--- src/design/u8d_pkg.sv ---
package u8d_pkg;

  // status codes of a result beat
  localparam logic [2:0] ST_OK         = 3'd0;
  localparam logic [2:0] ST_BAD_LEAD   = 3'd1;
  localparam logic [2:0] ST_INCOMPLETE = 3'd2;
  localparam logic [2:0] ST_BAD_TRAIL  = 3'd3;
  localparam logic [2:0] ST_OVERLONG   = 3'd4;
  localparam logic [2:0] ST_BAD_CP     = 3'd5;

  localparam int CP_W  = 21;
  localparam int OUT_W = 32;

  localparam logic [CP_W-1:0] CP_MIN2     = 21'h00080;
  localparam logic [CP_W-1:0] CP_MIN3     = 21'h00800;
  localparam logic [CP_W-1:0] CP_MIN4     = 21'h10000;
  localparam logic [CP_W-1:0] CP_SURR_LO  = 21'h0D800;
  localparam logic [CP_W-1:0] CP_SURR_HI  = 21'h0DFFF;
  localparam logic [CP_W-1:0] CP_MAX      = 21'h10FFFF;
  localparam logic [5:0]      TRAIL_MASK  = 6'h3F;
  localparam logic [7:0]      NEWLINE     = 8'h0A;

  // one result produced by the sequence assembler
  typedef struct packed {
    logic            valid;
    logic [CP_W-1:0] cp;
    logic [2:0]      len;
    logic [2:0]      status;
    logic            endf;
  } seq_res_t;

  // counter update request
  typedef struct packed {
    logic bump_off;  // offset + 1
    logic bump_pos;  // column + 1, or line + 1 and column cleared
    logic newline;
  } pos_evt_t;

endpackage

--- src/design/u8d_seq.sv ---
module u8d_seq (
  input  logic               clk,
  input  logic               rst_n,
  input  logic               fire,
  input  logic [7:0]         data_byte,
  input  logic               end_of_input,
  output u8d_pkg::seq_res_t  res,
  output u8d_pkg::pos_evt_t  evt
);

  logic [1:0]                  pend_r, pend_nxt;
  logic [2:0]                  slen_r, slen_nxt;
  logic [u8d_pkg::CP_W-1:0]    acc_r, acc_nxt;
  logic                        tbad_r, tbad_nxt;
  logic [u8d_pkg::CP_W-1:0]    acc_sh;
  logic                        trail_ok;

  assign trail_ok = (data_byte[7:6] == 2'b10);
  assign acc_sh   = {acc_r[u8d_pkg::CP_W-7:0], data_byte[5:0] & u8d_pkg::TRAIL_MASK};

  always_comb begin
    pend_nxt = pend_r;
    slen_nxt = slen_r;
    acc_nxt  = acc_r;
    tbad_nxt = tbad_r;
    res      = '0;
    evt      = '0;
    if (end_of_input) begin
      res.valid = 1'b1;
      res.endf  = 1'b1;
      if (pend_r != 2'd0) begin
        pend_nxt   = 2'd0;
        slen_nxt   = 3'd0;
        acc_nxt    = '0;
        tbad_nxt   = 1'b0;
        res.status = u8d_pkg::ST_INCOMPLETE;
      end else begin
        res.status   = u8d_pkg::ST_OK;
        evt.bump_off = 1'b1;
      end
    end else if (pend_r == 2'd0) begin
      priority if (data_byte[7] == 1'b0) begin
        res.valid    = 1'b1;
        res.cp       = u8d_pkg::CP_W'(data_byte);
        res.len      = 3'd1;
        res.status   = u8d_pkg::ST_OK;
        evt.bump_off = 1'b1;
        evt.bump_pos = 1'b1;
        evt.newline  = (data_byte == u8d_pkg::NEWLINE);
      end else if (data_byte[7:5] == 3'b110) begin
        slen_nxt = 3'd2;
        pend_nxt = 2'd1;
        acc_nxt  = u8d_pkg::CP_W'(data_byte[4:0]);
        tbad_nxt = 1'b0;
      end else if (data_byte[7:4] == 4'b1110) begin
        slen_nxt = 3'd3;
        pend_nxt = 2'd2;
        acc_nxt  = u8d_pkg::CP_W'(data_byte[3:0]);
        tbad_nxt = 1'b0;
      end else if (data_byte[7:3] == 5'b11110) begin
        slen_nxt = 3'd4;
        pend_nxt = 2'd3;
        acc_nxt  = u8d_pkg::CP_W'(data_byte[2:0]);
        tbad_nxt = 1'b0;
      end else begin
        res.valid  = 1'b1;
        res.status = u8d_pkg::ST_BAD_LEAD;
      end
    end else begin
      // trailing byte: a malformed one is remembered, the value kept
      tbad_nxt = tbad_r | ~trail_ok;
      acc_nxt  = trail_ok ? acc_sh : acc_r;
      pend_nxt = pend_r - 2'd1;
      if (pend_nxt == 2'd0) begin
        res.valid = 1'b1;
        res.len   = slen_r;
        priority if (tbad_nxt) begin
          res.status = u8d_pkg::ST_BAD_TRAIL;
        end else if ((slen_r == 3'd2 && acc_nxt < u8d_pkg::CP_MIN2) ||
                     (slen_r == 3'd3 && acc_nxt < u8d_pkg::CP_MIN3) ||
                     (slen_r == 3'd4 && acc_nxt < u8d_pkg::CP_MIN4)) begin
          res.status = u8d_pkg::ST_OVERLONG;
        end else if ((acc_nxt >= u8d_pkg::CP_SURR_LO && acc_nxt <= u8d_pkg::CP_SURR_HI) ||
                     acc_nxt > u8d_pkg::CP_MAX) begin
          res.status = u8d_pkg::ST_BAD_CP;
        end else begin
          res.status   = u8d_pkg::ST_OK;
          res.cp       = acc_nxt;
          evt.bump_off = 1'b1;
          evt.bump_pos = 1'b1;
        end
        slen_nxt = 3'd0;
        acc_nxt  = '0;
        tbad_nxt = 1'b0;
      end
    end
  end

  always_ff @(posedge clk) begin
    if (!rst_n) begin
      pend_r <= 2'd0;
      slen_r <= 3'd0;
      acc_r  <= '0;
      tbad_r <= 1'b0;
    end else if (fire) begin
      pend_r <= pend_nxt;
      slen_r <= slen_nxt;
      acc_r  <= acc_nxt;
      tbad_r <= tbad_nxt;
    end
  end

endmodule

--- src/design/u8d_pos.sv ---
module u8d_pos #(
  parameter int COUNT_WIDTH = 32
) (
  input  logic                   clk,
  input  logic                   rst_n,
  input  logic                   fire,
  input  u8d_pkg::pos_evt_t      evt,
  output logic [COUNT_WIDTH-1:0] off_nxt,
  output logic [COUNT_WIDTH-1:0] line_nxt,
  output logic [COUNT_WIDTH-1:0] col_nxt
);

  logic [COUNT_WIDTH-1:0] off_r, line_r, col_r;

  always_comb begin
    off_nxt  = off_r;
    line_nxt = line_r;
    col_nxt  = col_r;
    if (evt.bump_off) begin
      off_nxt = off_r + COUNT_WIDTH'(1);
    end
    if (evt.bump_pos) begin
      if (evt.newline) begin
        line_nxt = line_r + COUNT_WIDTH'(1);
        col_nxt  = '0;
      end else begin
        col_nxt = col_r + COUNT_WIDTH'(1);
      end
    end
  end

  always_ff @(posedge clk) begin
    if (!rst_n) begin
      off_r  <= '0;
      line_r <= '0;
      col_r  <= '0;
    end else if (fire) begin
      off_r  <= off_nxt;
      line_r <= line_nxt;
      col_r  <= col_nxt;
    end
  end

endmodule

--- src/design/utf8_stream_decoder_with_position.sv ---
// Path: an accepted input beat is held in the input register, its result beat in the result register.
// Throughput: one input beat per cycle unless out_tready stalls; sequence/counter update is combinational.
// Multi-byte leads and inner trailing bytes give no result beat; every other input beat gives one.
// Reset: rst_n synchronous, active low; clears both valid flags, sequence state and all counters.
module utf8_stream_decoder_with_position #(
  parameter int COUNT_WIDTH = 32
) (
  input  logic         clk,
  input  logic         rst_n,
  // input channel
  input  logic         in_tvalid,
  output logic         in_tready,
  input  logic [7:0]   in_tdata,   // [7:0] data_byte
  input  logic         in_tuser,   // [0] end_of_input
  // result channel
  output logic         out_tvalid,
  input  logic         out_tready,
  output logic [127:0] out_tdata,  // [20:0] code_point, [23:21] char_length, [26:24] status,
                                   // [58:27] char_offset, [90:59] line_number,
                                   // [122:91] column_number, [127:123] zero
  output logic         out_tuser   // [0] end_flag
);

  // input register
  logic       s1_valid_r, s1_valid_nxt;
  logic [7:0] s1_byte_r;
  logic       s1_eoi_r;

  // result register
  logic         out_valid_r, out_valid_nxt;
  logic [127:0] out_data_r;
  logic         out_user_r;

  logic adv;      // result register free to take a beat this cycle
  logic s1_fire;  // held beat is processed this cycle
  logic in_fire;

  u8d_pkg::seq_res_t res;
  u8d_pkg::pos_evt_t evt;
  logic [COUNT_WIDTH-1:0] off_nxt, line_nxt, col_nxt;
  logic [63:0] off_ext, line_ext, col_ext;

  assign adv       = !out_valid_r || out_tready;
  assign s1_fire   = s1_valid_r && adv;
  assign in_tready = !s1_valid_r || adv;
  assign in_fire   = in_tvalid && in_tready;

  assign s1_valid_nxt  = in_fire ? 1'b1 : (s1_fire ? 1'b0 : s1_valid_r);
  assign out_valid_nxt = adv ? (s1_fire && res.valid) : out_valid_r;

  u8d_seq u_seq (
    .clk          (clk),
    .rst_n        (rst_n),
    .fire         (s1_fire),
    .data_byte    (s1_byte_r),
    .end_of_input (s1_eoi_r),
    .res          (res),
    .evt          (evt)
  );

  u8d_pos #(
    .COUNT_WIDTH (COUNT_WIDTH)
  ) u_pos (
    .clk      (clk),
    .rst_n    (rst_n),
    .fire     (s1_fire),
    .evt      (evt),
    .off_nxt  (off_nxt),
    .line_nxt (line_nxt),
    .col_nxt  (col_nxt)
  );

  // counters are reported as their low 32 bits, zero-extended when narrower
  assign off_ext  = 64'(off_nxt);
  assign line_ext = 64'(line_nxt);
  assign col_ext  = 64'(col_nxt);

  always_ff @(posedge clk) begin
    if (!rst_n) begin
      s1_valid_r  <= 1'b0;
      out_valid_r <= 1'b0;
    end else begin
      s1_valid_r  <= s1_valid_nxt;
      out_valid_r <= out_valid_nxt;
    end
  end

  always_ff @(posedge clk) begin
    if (in_fire) begin
      s1_byte_r <= in_tdata;
      s1_eoi_r  <= in_tuser;
    end
    if (s1_fire && res.valid) begin
      out_data_r <= {5'd0,
                     col_ext[u8d_pkg::OUT_W-1:0],
                     line_ext[u8d_pkg::OUT_W-1:0],
                     off_ext[u8d_pkg::OUT_W-1:0],
                     res.status, res.len, res.cp};
      out_user_r <= res.endf;
    end
  end

  assign out_tvalid = out_valid_r;
  assign out_tdata  = out_data_r;
  assign out_tuser  = out_user_r;

  // error results carry no code point
  assert property (@(posedge clk) disable iff (!rst_n)
    out_tvalid && out_tdata[26:24] != u8d_pkg::ST_OK |-> out_tdata[20:0] == 21'd0)
    else $error("error result with non-zero code point");

  // end-of-input and bad-lead results report zero length
  assert property (@(posedge clk) disable iff (!rst_n)
    out_tvalid && (out_tuser || out_tdata[26:24] == u8d_pkg::ST_BAD_LEAD)
      |-> out_tdata[23:21] == 3'd0)
    else $error("end or bad-lead result with non-zero length");

  // errors never move the counters
  assert property (@(posedge clk) disable iff (!rst_n)
    s1_fire && res.valid && res.status != u8d_pkg::ST_OK |-> !evt.bump_off && !evt.bump_pos)
    else $error("counters bumped on error");

  // counters only move with a result beat
  assert property (@(posedge clk) disable iff (!rst_n)
    s1_fire && !res.valid |-> !evt.bump_off && !evt.bump_pos)
    else $error("counters bumped without a result");

endmodule

--- config.mk ---
export PLATFORM = sky130hd
export DESIGN_NAME = utf8_stream_decoder_with_position
export DESIGN_NICKNAME = d
export VERILOG_FILES = /design/src/design/u8d_pkg.sv /design/src/design/u8d_seq.sv /design/src/design/u8d_pos.sv /design/src/design/utf8_stream_decoder_with_position.sv
export SDC_FILE = /design/constraint.sdc
export NUM_CORES = 1
export LEC_CHECK = 0
export BUFFER_PORTS_ARGS = -buffer_cell sky130_fd_sc_hd__buf_2
export CELL_PAD_IN_SITES_DETAIL_PLACEMENT = 1
export CELL_PAD_IN_SITES_GLOBAL_PLACEMENT = 1
export CORE_UTILIZATION = 45
export CTS_CLUSTER_DIAMETER = 40
export CTS_CLUSTER_SIZE = 28
export DETAILED_ROUTE_END_ITERATION = 16
export GPL_TIMING_DRIVEN = 0
export HOLD_SLACK_MARGIN = 0.05
export PLACE_DENSITY_LB_ADDON = 0.1
export SETUP_SLACK_MARGIN = 0.15
export SYNTH_ARGS = -nofsm -noshare
export SYNTH_HDL_FRONTEND = slang
export SYNTH_SLANG_ARGS = --single-unit
--- constraint.sdc ---
create_clock -name clk -period 14.8 [get_ports clk]
set_input_delay 2.96 -clock clk [delete_from_list [all_inputs] [get_ports clk]]
set_output_delay 2.96 -clock clk [all_outputs]
set_load 0.1 [all_outputs]
==> report_table.html, run 1 <==
<table>
<tr><th>Metric</th><th>Value</th></tr>
<tr><th colspan="2">Clocking</th></tr>
<tr><td>Clock transition at the register clock pins on the worst setup and hold paths after CTS</td><td>around 0.060 ns</td></tr>
<tr><td>H-tree depth reported by CTS</td><td>2</td></tr>
<tr><td>Clock root cell</td><td>sky130_fd_sc_hd__clkbuf_16</td></tr>
<tr><td>Clock tree from TritonCTS</td><td>built</td></tr>
<tr><td>Post-CTS Setup Repair Bufs</td><td>0</td></tr>
<tr><td>Clock latency on the worst-skew pair</td><td>0.53 ns</td></tr>
<tr><td>Num CTS Buffers</td><td>43</td></tr>
<tr><td>Buffer depth of the longest clock path</td><td>3</td></tr>
<tr><td>Number of clock sinks</td><td>between 200 and 300</td></tr>
<tr><td>Count of hold-fix buffers inserted at cts</td><td>0</td></tr>
<tr><td>Post-cts resize count</td><td>0</td></tr>
<tr><th colspan="2">STA</th></tr>
<tr><td>Accumulated negative setup slack</td><td>0 ns</td></tr>
<tr><td>Pin slew with the least headroom to its limit</td><td>slightly below 1 ns</td></tr>
<tr><td>Setup ws final</td><td>between 8 and 9 ns</td></tr>
<tr><td>Number of slew-limit violations in the final report</td><td>0</td></tr>
<tr><td>RSZ-0062 raised after global routing</td><td>no</td></tr>
<tr><td>Highest clock frequency the design can meet</td><td>approximately 150 MHz</td></tr>
<tr><td>Worst clock skew</td><td>slightly above 0.02 ns</td></tr>
<tr><td>Final worst path period share</td><td>around 46%</td></tr>
<tr><td>Final Critical Period</td><td>just under 7 ns</td></tr>
<tr><td>Relative slew slack</td><td>~36%</td></tr>
<tr><td>Worst hold slack</td><td>0.4933 ns</td></tr>
<tr><td>Final count of hold timing violations</td><td>0</td></tr>
<tr><td>Final setup violation count</td><td>0</td></tr>
<tr><th colspan="2">Floorplan</th></tr>
<tr><td>Floorplan core area</td><td>between 20,000 and 30,000 sq um</td></tr>
<tr><td>DIE WIDTH</td><td>approximately 170 um</td></tr>
<tr><td>IO Pins</td><td>144</td></tr>
<tr><td>Die outline height</td><td>approximately 170 um</td></tr>
<tr><td>Cell row count</td><td>60</td></tr>
<tr><td>Full die area</td><td>approximately 28,000 sq um</td></tr>
<tr><td>Initial cell density of the core</td><td>46.05%</td></tr>
<tr><th colspan="2">Power and ir drop</th></tr>
<tr><td>Max VDD drop</td><td>around 0.000084 V</td></tr>
<tr><td>Part of the total power dissipated in the clock network</td><td>around half</td></tr>
<tr><td>P_leak</td><td>between 5 and 6 nW</td></tr>
<tr><td>Power share of the sequential group</td><td>between 30% and 40%</td></tr>
<tr><td>PnR Total Power</td><td>between 2 and 2.5 mW</td></tr>
<tr><td>Ratio of total power to cell area</td><td>134.7 nW/um^2</td></tr>
<tr><td>Switching power as a share of total power</td><td>around 28%</td></tr>
<tr><td>Logic gate share of total power</td><td>~11%</td></tr>
<tr><td>Power spent charging and discharging nets</td><td>~0.57 mW</td></tr>
<tr><td>Internal power</td><td>~1.5 mW</td></tr>
<tr><th colspan="2">Detailed routing</th></tr>
<tr><td>Routed length on met3</td><td>1.307 mm</td></tr>
<tr><td>Remaining design rule violation count</td><td>0</td></tr>
<tr><td>Total length of routed wires</td><td>around 38 mm</td></tr>
<tr><td>Total length of routed met2 wires</td><td>~19 mm</td></tr>
<tr><td>Wire length per cell after detailed routing</td><td>19.95 um</td></tr>
<tr><td>Initial DRC Count</td><td>a little over 600</td></tr>
<tr><td>Antenna Nets Post-Route</td><td>0</td></tr>
<tr><td>Average vias per placed instance</td><td>approximately 5.7</td></tr>
<tr><td>M1 WL</td><td>between 15 and 20 mm</td></tr>
<tr><td>Top layer in use</td><td>met4</td></tr>
<tr><td>First-pass iteration count of the detailed router</td><td>5</td></tr>
<tr><td>Total number of vias</td><td>10,797</td></tr>
<tr><th colspan="2">Global routing</th></tr>
<tr><td>Global-route wire length before repair</td><td>~60 mm</td></tr>
<tr><td>Total GRT Usage</td><td>around a quarter</td></tr>
<tr><td>Maximum number of pins on one net before global-route repair</td><td>36</td></tr>
<tr><td>Number of antenna violations at the first check in global routing</td><td>0</td></tr>
<tr><td>Number of global-route vias before repair</td><td>~11,000</td></tr>
<tr><td>Leftover overflow at the end of global routing</td><td>0</td></tr>
<tr><th colspan="2">Setup path</th></tr>
<tr><td>Startpoint of the worst-slack reg-to-reg timing path</td><td>s1_eoi_r</td></tr>
<tr><td>Element type at the critical path start</td><td>input pin</td></tr>
<tr><td>Crit Path Category</td><td>input pin to output port</td></tr>
<tr><td>Crit path capture type</td><td>output port</td></tr>
<tr><td>Worst reg2reg path depth</td><td>9</td></tr>
<tr><td>Start point of the critical path</td><td>out_tready</td></tr>
<tr><td>CP Max Fanout</td><td>3</td></tr>
<tr><td>Critical path arrival</td><td>approximately 3.8 ns</td></tr>
<tr><td>Data required time at the worst endpoint</td><td>roughly 12 ns</td></tr>
<tr><th colspan="2">Outcome</th></tr>
<tr><td>Status</td><td>complete, no violations</td></tr>
<tr><th colspan="2">Yosys</th></tr>
<tr><td>Top cell type by total area after synthesis</td><td>sky130_fd_sc_hd__edfxtp_1</td></tr>
<tr><td>Top-count cell post-synth</td><td>sky130_fd_sc_hd__nand2_1</td></tr>
<tr><td>Fraction of the mapped netlist area in adder cells</td><td>less than 1%</td></tr>
<tr><td>Main flop type after synthesis</td><td>sky130_fd_sc_hd__edfxtp_1</td></tr>
<tr><td>Sequential element share of the synthesized area</td><td>a little over half</td></tr>
<tr><td>Post-synth top cells</td><td>sky130_fd_sc_hd__nand2_1 (139), sky130_fd_sc_hd__nor2_1 (136), sky130_fd_sc_hd__edfxtp_1 (133), sky130_fd_sc_hd__dfxtp_1 (125), sky130_fd_sc_hd__a21oi_1 (93)</td></tr>
<tr><td>Number of warnings printed during yosys synthesis</td><td>0</td></tr>
<tr><td>Post-synthesis instance total</td><td>1,290</td></tr>
<tr><td>Share of the synthesized netlist area taken by xor and xnor gates</td><td>approximately 6%</td></tr>
<tr><td>Mapped Avg Cell Area</td><td>between 9 and 10 sq um</td></tr>
<tr><td>Multiplexer fraction of the synthesized cell area</td><td>approximately 1.7%</td></tr>
<tr><td>Proportion of netlist area held by the largest area contributor</td><td>32.00%</td></tr>
<tr><td>Number of enable-type register cells in the synthesized netlist</td><td>133</td></tr>
<tr><td>Cell area after synthesis</td><td>between 10,000 and 15,000 sq um</td></tr>
<tr><td>Count of state elements after synthesis</td><td>258</td></tr>
<tr><td>Combinational family with the most area after synthesis</td><td>simple AND/OR/NAND/NOR gates</td></tr>
<tr><td>Fraction of registers with async set or reset after synthesis</td><td>0%</td></tr>
<tr><td>Number of distinct library cells after synthesis</td><td>just over 70</td></tr>
<tr><td>Top post-synthesis cells by area</td><td>sky130_fd_sc_hd__edfxtp_1 (32%), sky130_fd_sc_hd__dfxtp_1 (20%), sky130_fd_sc_hd__nand2_1 (4.2%), sky130_fd_sc_hd__nor2_1 (4.1%), sky130_fd_sc_hd__a21oi_1 (3.7%)</td></tr>
<tr><td>Fraction of the mapped netlist area in compound gates</td><td>between 10 and 15%</td></tr>
<tr><td>Share of synthesized cell area in and, or, nand and nor gates</td><td>a little under a quarter</td></tr>
<tr><th colspan="2">Hold path</th></tr>
<tr><td>Classification of the worst-slack hold path</td><td>flop to flop</td></tr>
<tr><td>Origin of the worst min-delay path</td><td>s1_eoi_r</td></tr>
<tr><td>Hold Crit Depth</td><td>0</td></tr>
<tr><th colspan="2">Final layout</th></tr>
<tr><td>Non-Filler Cell Area, Final</td><td>roughly 15,000 sq um</td></tr>
<tr><td>Final Non-Filler Cells</td><td>~1,900</td></tr>
<tr><td>ANT cells</td><td>0</td></tr>
<tr><td>Fill cell instance count of the final layout</td><td>3,074</td></tr>
<tr><td>Core occupancy in the finished layout</td><td>roughly 56%</td></tr>
<tr><td>Share of final-layout standard cells stronger than drive strength 1</td><td>a little under a fifth</td></tr>
<tr><td>Net count, final</td><td>1,495</td></tr>
<tr><td>Area growth from synthesis to final layout</td><td>22.19%</td></tr>
<tr><th colspan="2">Placement</th></tr>
<tr><td>Routability congestion estimate from global placement</td><td>0.8421</td></tr>
<tr><td>Worst Setup Slack post-DPL</td><td>approximately 8.0 ns</td></tr>
<tr><td>DP Cell Count</td><td>around 1,800</td></tr>
<tr><td>Number of buffer cells added on primary ports</td><td>137</td></tr>
<tr><td>Placed cell areas</td><td>between 10,000 and 15,000 sq um</td></tr>
<tr><td>Total half-perimeter wirelength after legalization and detailed placement</td><td>roughly 26 mm</td></tr>
<tr><th colspan="2">Job</th></tr>
<tr><td># Max-Cap Violations</td><td>0</td></tr>
</table>
worst paths after layout:
| path | end | slack [ns] |
|---|---|---|
| hold / removal | out_tuser | 0.49 |
| setup reg to reg | out_tdata[91] | 11.12 |
| hold reg to reg | out_tuser | 0.49 |
| setup / recovery | in_tready | 8.01 |
state kept, by name, summed over array words and instances (netlist names):
| signal | cells |
|---|---|
| out_tdata | 123 |
| u_pos.col_r | 32 |
| u_pos.line_r | 32 |
| u_pos.off_r | 32 |
| u_seq.acc_r | 21 |
| s1_byte_r | 8 |
| u_seq.slen_r | 3 |
| u_seq.pend_r | 2 |
| out_tuser | 1 |
| out_tvalid | 1 |
| s1_eoi_r | 1 |
| s1_valid_r | 1 |
| u_seq.tbad_r | 1 |
critical path, cell delays in order:
cell and delay, ns:
sky130_fd_sc_hd__buf_2 0.10, sky130_fd_sc_hd__nor2b_1 0.28, sky130_fd_sc_hd__nand2_1 0.16, sky130_fd_sc_hd__buf_2 0.32
per-layer routing:
metal	GRT usage (%)	vias up
met1	33.70	5374
met3	3.484	82
met5	0	-
met2	46.04	243
met4	10.20	0
li1	-	5098
power groups by stage:
stage	clock network [mW]	logic (mW)	registers, mW
global placement	0	0.218	0.799
detailed placement	0	0.222	0.795
floorplan	0	0.0484	0.924
global route	1.09	0.230	0.782
finish	1.05	0.223	0.781
CTS	1.06	0.223	0.781
placed cells by master, fill, tap and decap left out, types with 27 or more instances in the layout:
cell type / n
sky130_fd_sc_hd__a21oi_1: 93
sky130_fd_sc_hd__a31oi_1: 29
sky130_fd_sc_hd__buf_2: 155
sky130_fd_sc_hd__clkbuf_1: 58
sky130_fd_sc_hd__clkbuf_16: 46
sky130_fd_sc_hd__dfxtp_1: 125
sky130_fd_sc_hd__edfxtp_1: 133
sky130_fd_sc_hd__nand2_1: 139
sky130_fd_sc_hd__nand3_1: 57
sky130_fd_sc_hd__nand4_1: 27
sky130_fd_sc_hd__nor2_1: 135
sky130_fd_sc_hd__o21ai_0: 52
sky130_fd_sc_hd__or3_1: 45
sky130_fd_sc_hd__or4_1: 35
sky130_fd_sc_hd__xnor2_1: 43
sky130_fd_sc_hd__xor2_1: 45
area by class of cell:
type	count	area (sq um)	area share (%)
plain buffers	89	422.9	2.773
clock buffers	52	1184	7.762
clock inverters	28	351.6	2.306
inverters	19	71.32	0.4677
multi-input cells	928	5513	36.15
flip-flops and latches	258	6496	42.60
well taps	372	465.4	3.052
repair buffers	140	745.7	4.890
cells by family after synthesis:
kind of cell / after synthesis
buffers and inverters: 108
AO/OA/AOI/OAI: 258
AND/OR/NAND/NOR: 553
XOR/XNOR: 88
other: 1
flip-flops: 258
adder cells (fa/ha/maj): 3
multiplexers: 21
No activity file was read; power rests on OpenSTA's default activity.
==> inputs of run 2 (changes only) <==
Settings changed: CORE_UTILIZATION 45 to 41.
Clock period 14.8 ns to 5.8 ns, I/O delays scaled along.
==> run 2 against run 1 <==
Compared with the run above:
- worst setup slack got worse by 5.6 ns
- register-to-register slack got worse by 8.7 ns
- global-route usage fell by 2.8 points
- critical endpoint is now out_tdata[97]
- largest cell class unchanged
==> report_table.html, run 2 (synthesized netlist as in run 1, its figures left out) <==
<table>
<tr><th>Metric</th><th>Value</th></tr>
<tr><th colspan="2">Outcome</th></tr>
<tr><td>Status</td><td>complete, no violations</td></tr>
<tr><th colspan="2">Floorplan</th></tr>
<tr><td>Die outline height</td><td>~180 um</td></tr>
<tr><td>IO Pins</td><td>about 140</td></tr>
<tr><td>Cell row count</td><td>63</td></tr>
<tr><td>Initial cell density of the core</td><td>41.89%</td></tr>
<tr><td>DIE WIDTH</td><td>176.5 um</td></tr>
<tr><td>Floorplan core area</td><td>between 20,000 and 30,000 sq um</td></tr>
<tr><td>Full die area</td><td>31,140 sq um</td></tr>
<tr><th colspan="2">Final layout</th></tr>
<tr><td>Area growth from synthesis to final layout</td><td>21.19%</td></tr>
<tr><td>ANT cells</td><td>0</td></tr>
<tr><td>Max reg flops</td><td>between 100 and 150</td></tr>
<tr><td>Commonest non-fill, non-tap cell in the layout</td><td>sky130_fd_sc_hd__buf_2</td></tr>
<tr><td>Fill cell instance count of the final layout</td><td>between 3,000 and 4,000</td></tr>
<tr><td>Net count, final</td><td>approximately 1,500</td></tr>
<tr><td>Most frequent cells in the layout</td><td>sky130_fd_sc_hd__buf_2 (155), sky130_fd_sc_hd__nand2_1 (139), sky130_fd_sc_hd__nor2_1 (135)</td></tr>
<tr><td>Share of final-layout standard cells stronger than drive strength 1</td><td>a little under a fifth</td></tr>
<tr><td>Final Non-Filler Cells</td><td>about 1,900</td></tr>
<tr><th colspan="2">Setup path</th></tr>
<tr><td>Slowest cell on the critical path</td><td>sky130_fd_sc_hd__a21oi_1</td></tr>
<tr><td>CP Max Fanout</td><td>10</td></tr>
<tr><td>Highest cell delay on the worst timing path</td><td>0.71 ns</td></tr>
<tr><td>Crit-path cells</td><td>clkbuf_1, or3_1, clkbuf_2, nor2_1, a211oi_1, a21oi_1, clkbuf_1, nand3b_1, a21oi_1</td></tr>
<tr><td>Crit path capture type</td><td>flop</td></tr>
<tr><td>Critical path arrival</td><td>roughly 3.7 ns</td></tr>
<tr><td>Element type at the critical path start</td><td>flop</td></tr>
<tr><td>Crit Path Category</td><td>flop to flop</td></tr>
<tr><td>Data required time at the worst endpoint</td><td>around 6.1 ns</td></tr>
<tr><th colspan="2">STA</th></tr>
<tr><td>Relative slew slack</td><td>just under 40%</td></tr>
<tr><td>Final setup violation count</td><td>0</td></tr>
<tr><td>Number of slew-limit violations in the final report</td><td>0</td></tr>
<tr><td>Final count of hold timing violations</td><td>0</td></tr>
<tr><td>Pin slew with the least headroom to its limit</td><td>between 0.9 and 1 ns</td></tr>
<tr><td>RSZ-0062 raised after global routing</td><td>no</td></tr>
<tr><td>Final Critical Period</td><td>around 3.4 ns</td></tr>
<tr><td>Final worst path period share</td><td>between 50% and 60%</td></tr>
<tr><td>Accumulated negative setup slack</td><td>0 ns</td></tr>
<tr><td>Worst clock skew</td><td>0.01313 ns</td></tr>
<tr><td>Worst hold slack</td><td>0.4979 ns</td></tr>
<tr><td>Highest clock frequency the design can meet</td><td>between 200 and 300 MHz</td></tr>
<tr><th colspan="2">Global routing</th></tr>
<tr><td>Number of global-route vias before repair</td><td>~11,000</td></tr>
<tr><td>Total GRT Usage</td><td>between 20% and 30%</td></tr>
<tr><td>Global-route wire length before repair</td><td>58.43 mm</td></tr>
<tr><td>Leftover overflow at the end of global routing</td><td>0</td></tr>
<tr><td>Maximum number of pins on one net before global-route repair</td><td>39</td></tr>
<tr><td>Number of antenna violations at the first check in global routing</td><td>0</td></tr>
<tr><th colspan="2">Clocking</th></tr>
<tr><td>Clock transition at the register clock pins on the worst setup and hold paths after CTS</td><td>0.06 ns</td></tr>
<tr><td>Post-CTS Setup Repair Bufs</td><td>0</td></tr>
<tr><td>Number of clock sinks</td><td>approximately 260</td></tr>
<tr><td>Clock root cell</td><td>sky130_fd_sc_hd__clkbuf_16</td></tr>
<tr><td>H-tree depth reported by CTS</td><td>2</td></tr>
<tr><td>Num CTS Buffers</td><td>43</td></tr>
<tr><td>Clock tree from TritonCTS</td><td>built</td></tr>
<tr><td>Count of hold-fix buffers inserted at cts</td><td>0</td></tr>
<tr><td>Post-cts resize count</td><td>0</td></tr>
<tr><td>Clock latency on the worst-skew pair</td><td>~0.52 ns</td></tr>
<tr><td>Buffer depth of the longest clock path</td><td>3</td></tr>
<tr><th colspan="2">Placement</th></tr>
<tr><td>DP Cell Count</td><td>1,824</td></tr>
<tr><td>Total half-perimeter wirelength after legalization and detailed placement</td><td>around 26 mm</td></tr>
<tr><td>Routability congestion estimate from global placement</td><td>approximately 0.84</td></tr>
<tr><td>Number of buffer cells added on primary ports</td><td>around 140</td></tr>
<tr><th colspan="2">Detailed routing</th></tr>
<tr><td>Initial DRC Count</td><td>523</td></tr>
<tr><td>Remaining design rule violation count</td><td>0</td></tr>
<tr><td>Top layer in use</td><td>met4</td></tr>
<tr><td>Total length of routed wires</td><td>36.93 mm</td></tr>
<tr><td>Total length of routed met2 wires</td><td>around 18 mm</td></tr>
<tr><td>Routed length on met3</td><td>between 1 and 1.5 mm</td></tr>
<tr><td>Total number of vias</td><td>approximately 11,000</td></tr>
<tr><td>M1 WL</td><td>17.03 mm</td></tr>
<tr><td>Antenna Nets Post-Route</td><td>0</td></tr>
<tr><td>Wire length per cell after detailed routing</td><td>19.41 um</td></tr>
<tr><td>First-pass iteration count of the detailed router</td><td>5</td></tr>
<tr><td>Average vias per placed instance</td><td>between 5 and 6</td></tr>
<tr><th colspan="2">Power and ir drop</th></tr>
<tr><td>P_leak</td><td>around 5.4 nW</td></tr>
<tr><td>Max VDD drop</td><td>between 0.0002 and 0.00025 V</td></tr>
<tr><td>Ratio of total power to cell area</td><td>~330 nW/um^2</td></tr>
<tr><th colspan="2">Job</th></tr>
<tr><td># Max-Cap Violations</td><td>0</td></tr>
<tr><th colspan="2">Hold path</th></tr>
<tr><td>Classification of the worst-slack hold path</td><td>flop to flop</td></tr>
</table>
-- run 2: final timing paths --
kind,startpoint,end,slack (ns),depth (start not counted)
max,s1_eoi_r,out_tdata[97],2.43,9
min,u_seq.acc_r[0],u_seq.acc_r[6],0.50,2
max reg2reg,s1_eoi_r,out_tdata[97],2.43,9
min reg2reg,u_seq.acc_r[0],u_seq.acc_r[6],0.50,2
-- run 2: cell type report --
cell class	instances	area [sq um]	area share, %
sequential	258	6496	42.95
clock inverter	30	294.0	1.944
inverter	19	71.32	0.4715
timing repair buffer	140	745.7	4.930
tap	390	488.0	3.226
buffer	89	422.9	2.796
clock buffer	48	1095	7.238
multi-input combinational	928	5513	36.45
-- run 2: report_power, final --
| group | total [mW] | internal [mW] | switching (mW) |
|---|---|---|---|
| logic | 0.565 | 0.0731 | 0.492 |
| clock network | 2.46 | 1.55 | 0.915 |
| registers | 1.99 | 1.97 | 0.0205 |
-- run 2: metrics by stage --
step / setup slack [ns] / cell area (sq um) / utilization, % / power (mW)
final: 2.428 / 15130 / 50.76 / 5.021
after floorplan: 0.5272 / 12500 / - / 2.476
after CTS: 2.412 / 15130 / 50.76 / 5.070
after global routing: 2.161 / 15130 / 50.76 / 5.171
after detailed placement: 2.374 / 13740 / 46.10 / 2.595
after global placement: -1.285 / 13670 / 45.88 / 2.591
-- run 2: layer usage --
layer | global-route usage (%) | vias up
met1 | 31.79 | 5217
met2 | 39.70 | 213
met3 | 3.252 | 67
met4 | 7.579 | 0
met5 | 0 | -
li1 | - | 5111
-- run 2: worst max-delay path, delay by kind of cell (launching register included) --
kind / cells / cell delay (ns)
DFF: 1 / 0.42
and+or+nand+nor: 3 / 0.69
buffers and inverters: 3 / 0.98
AOI/OAI and AO/OA: 3 / 1.10
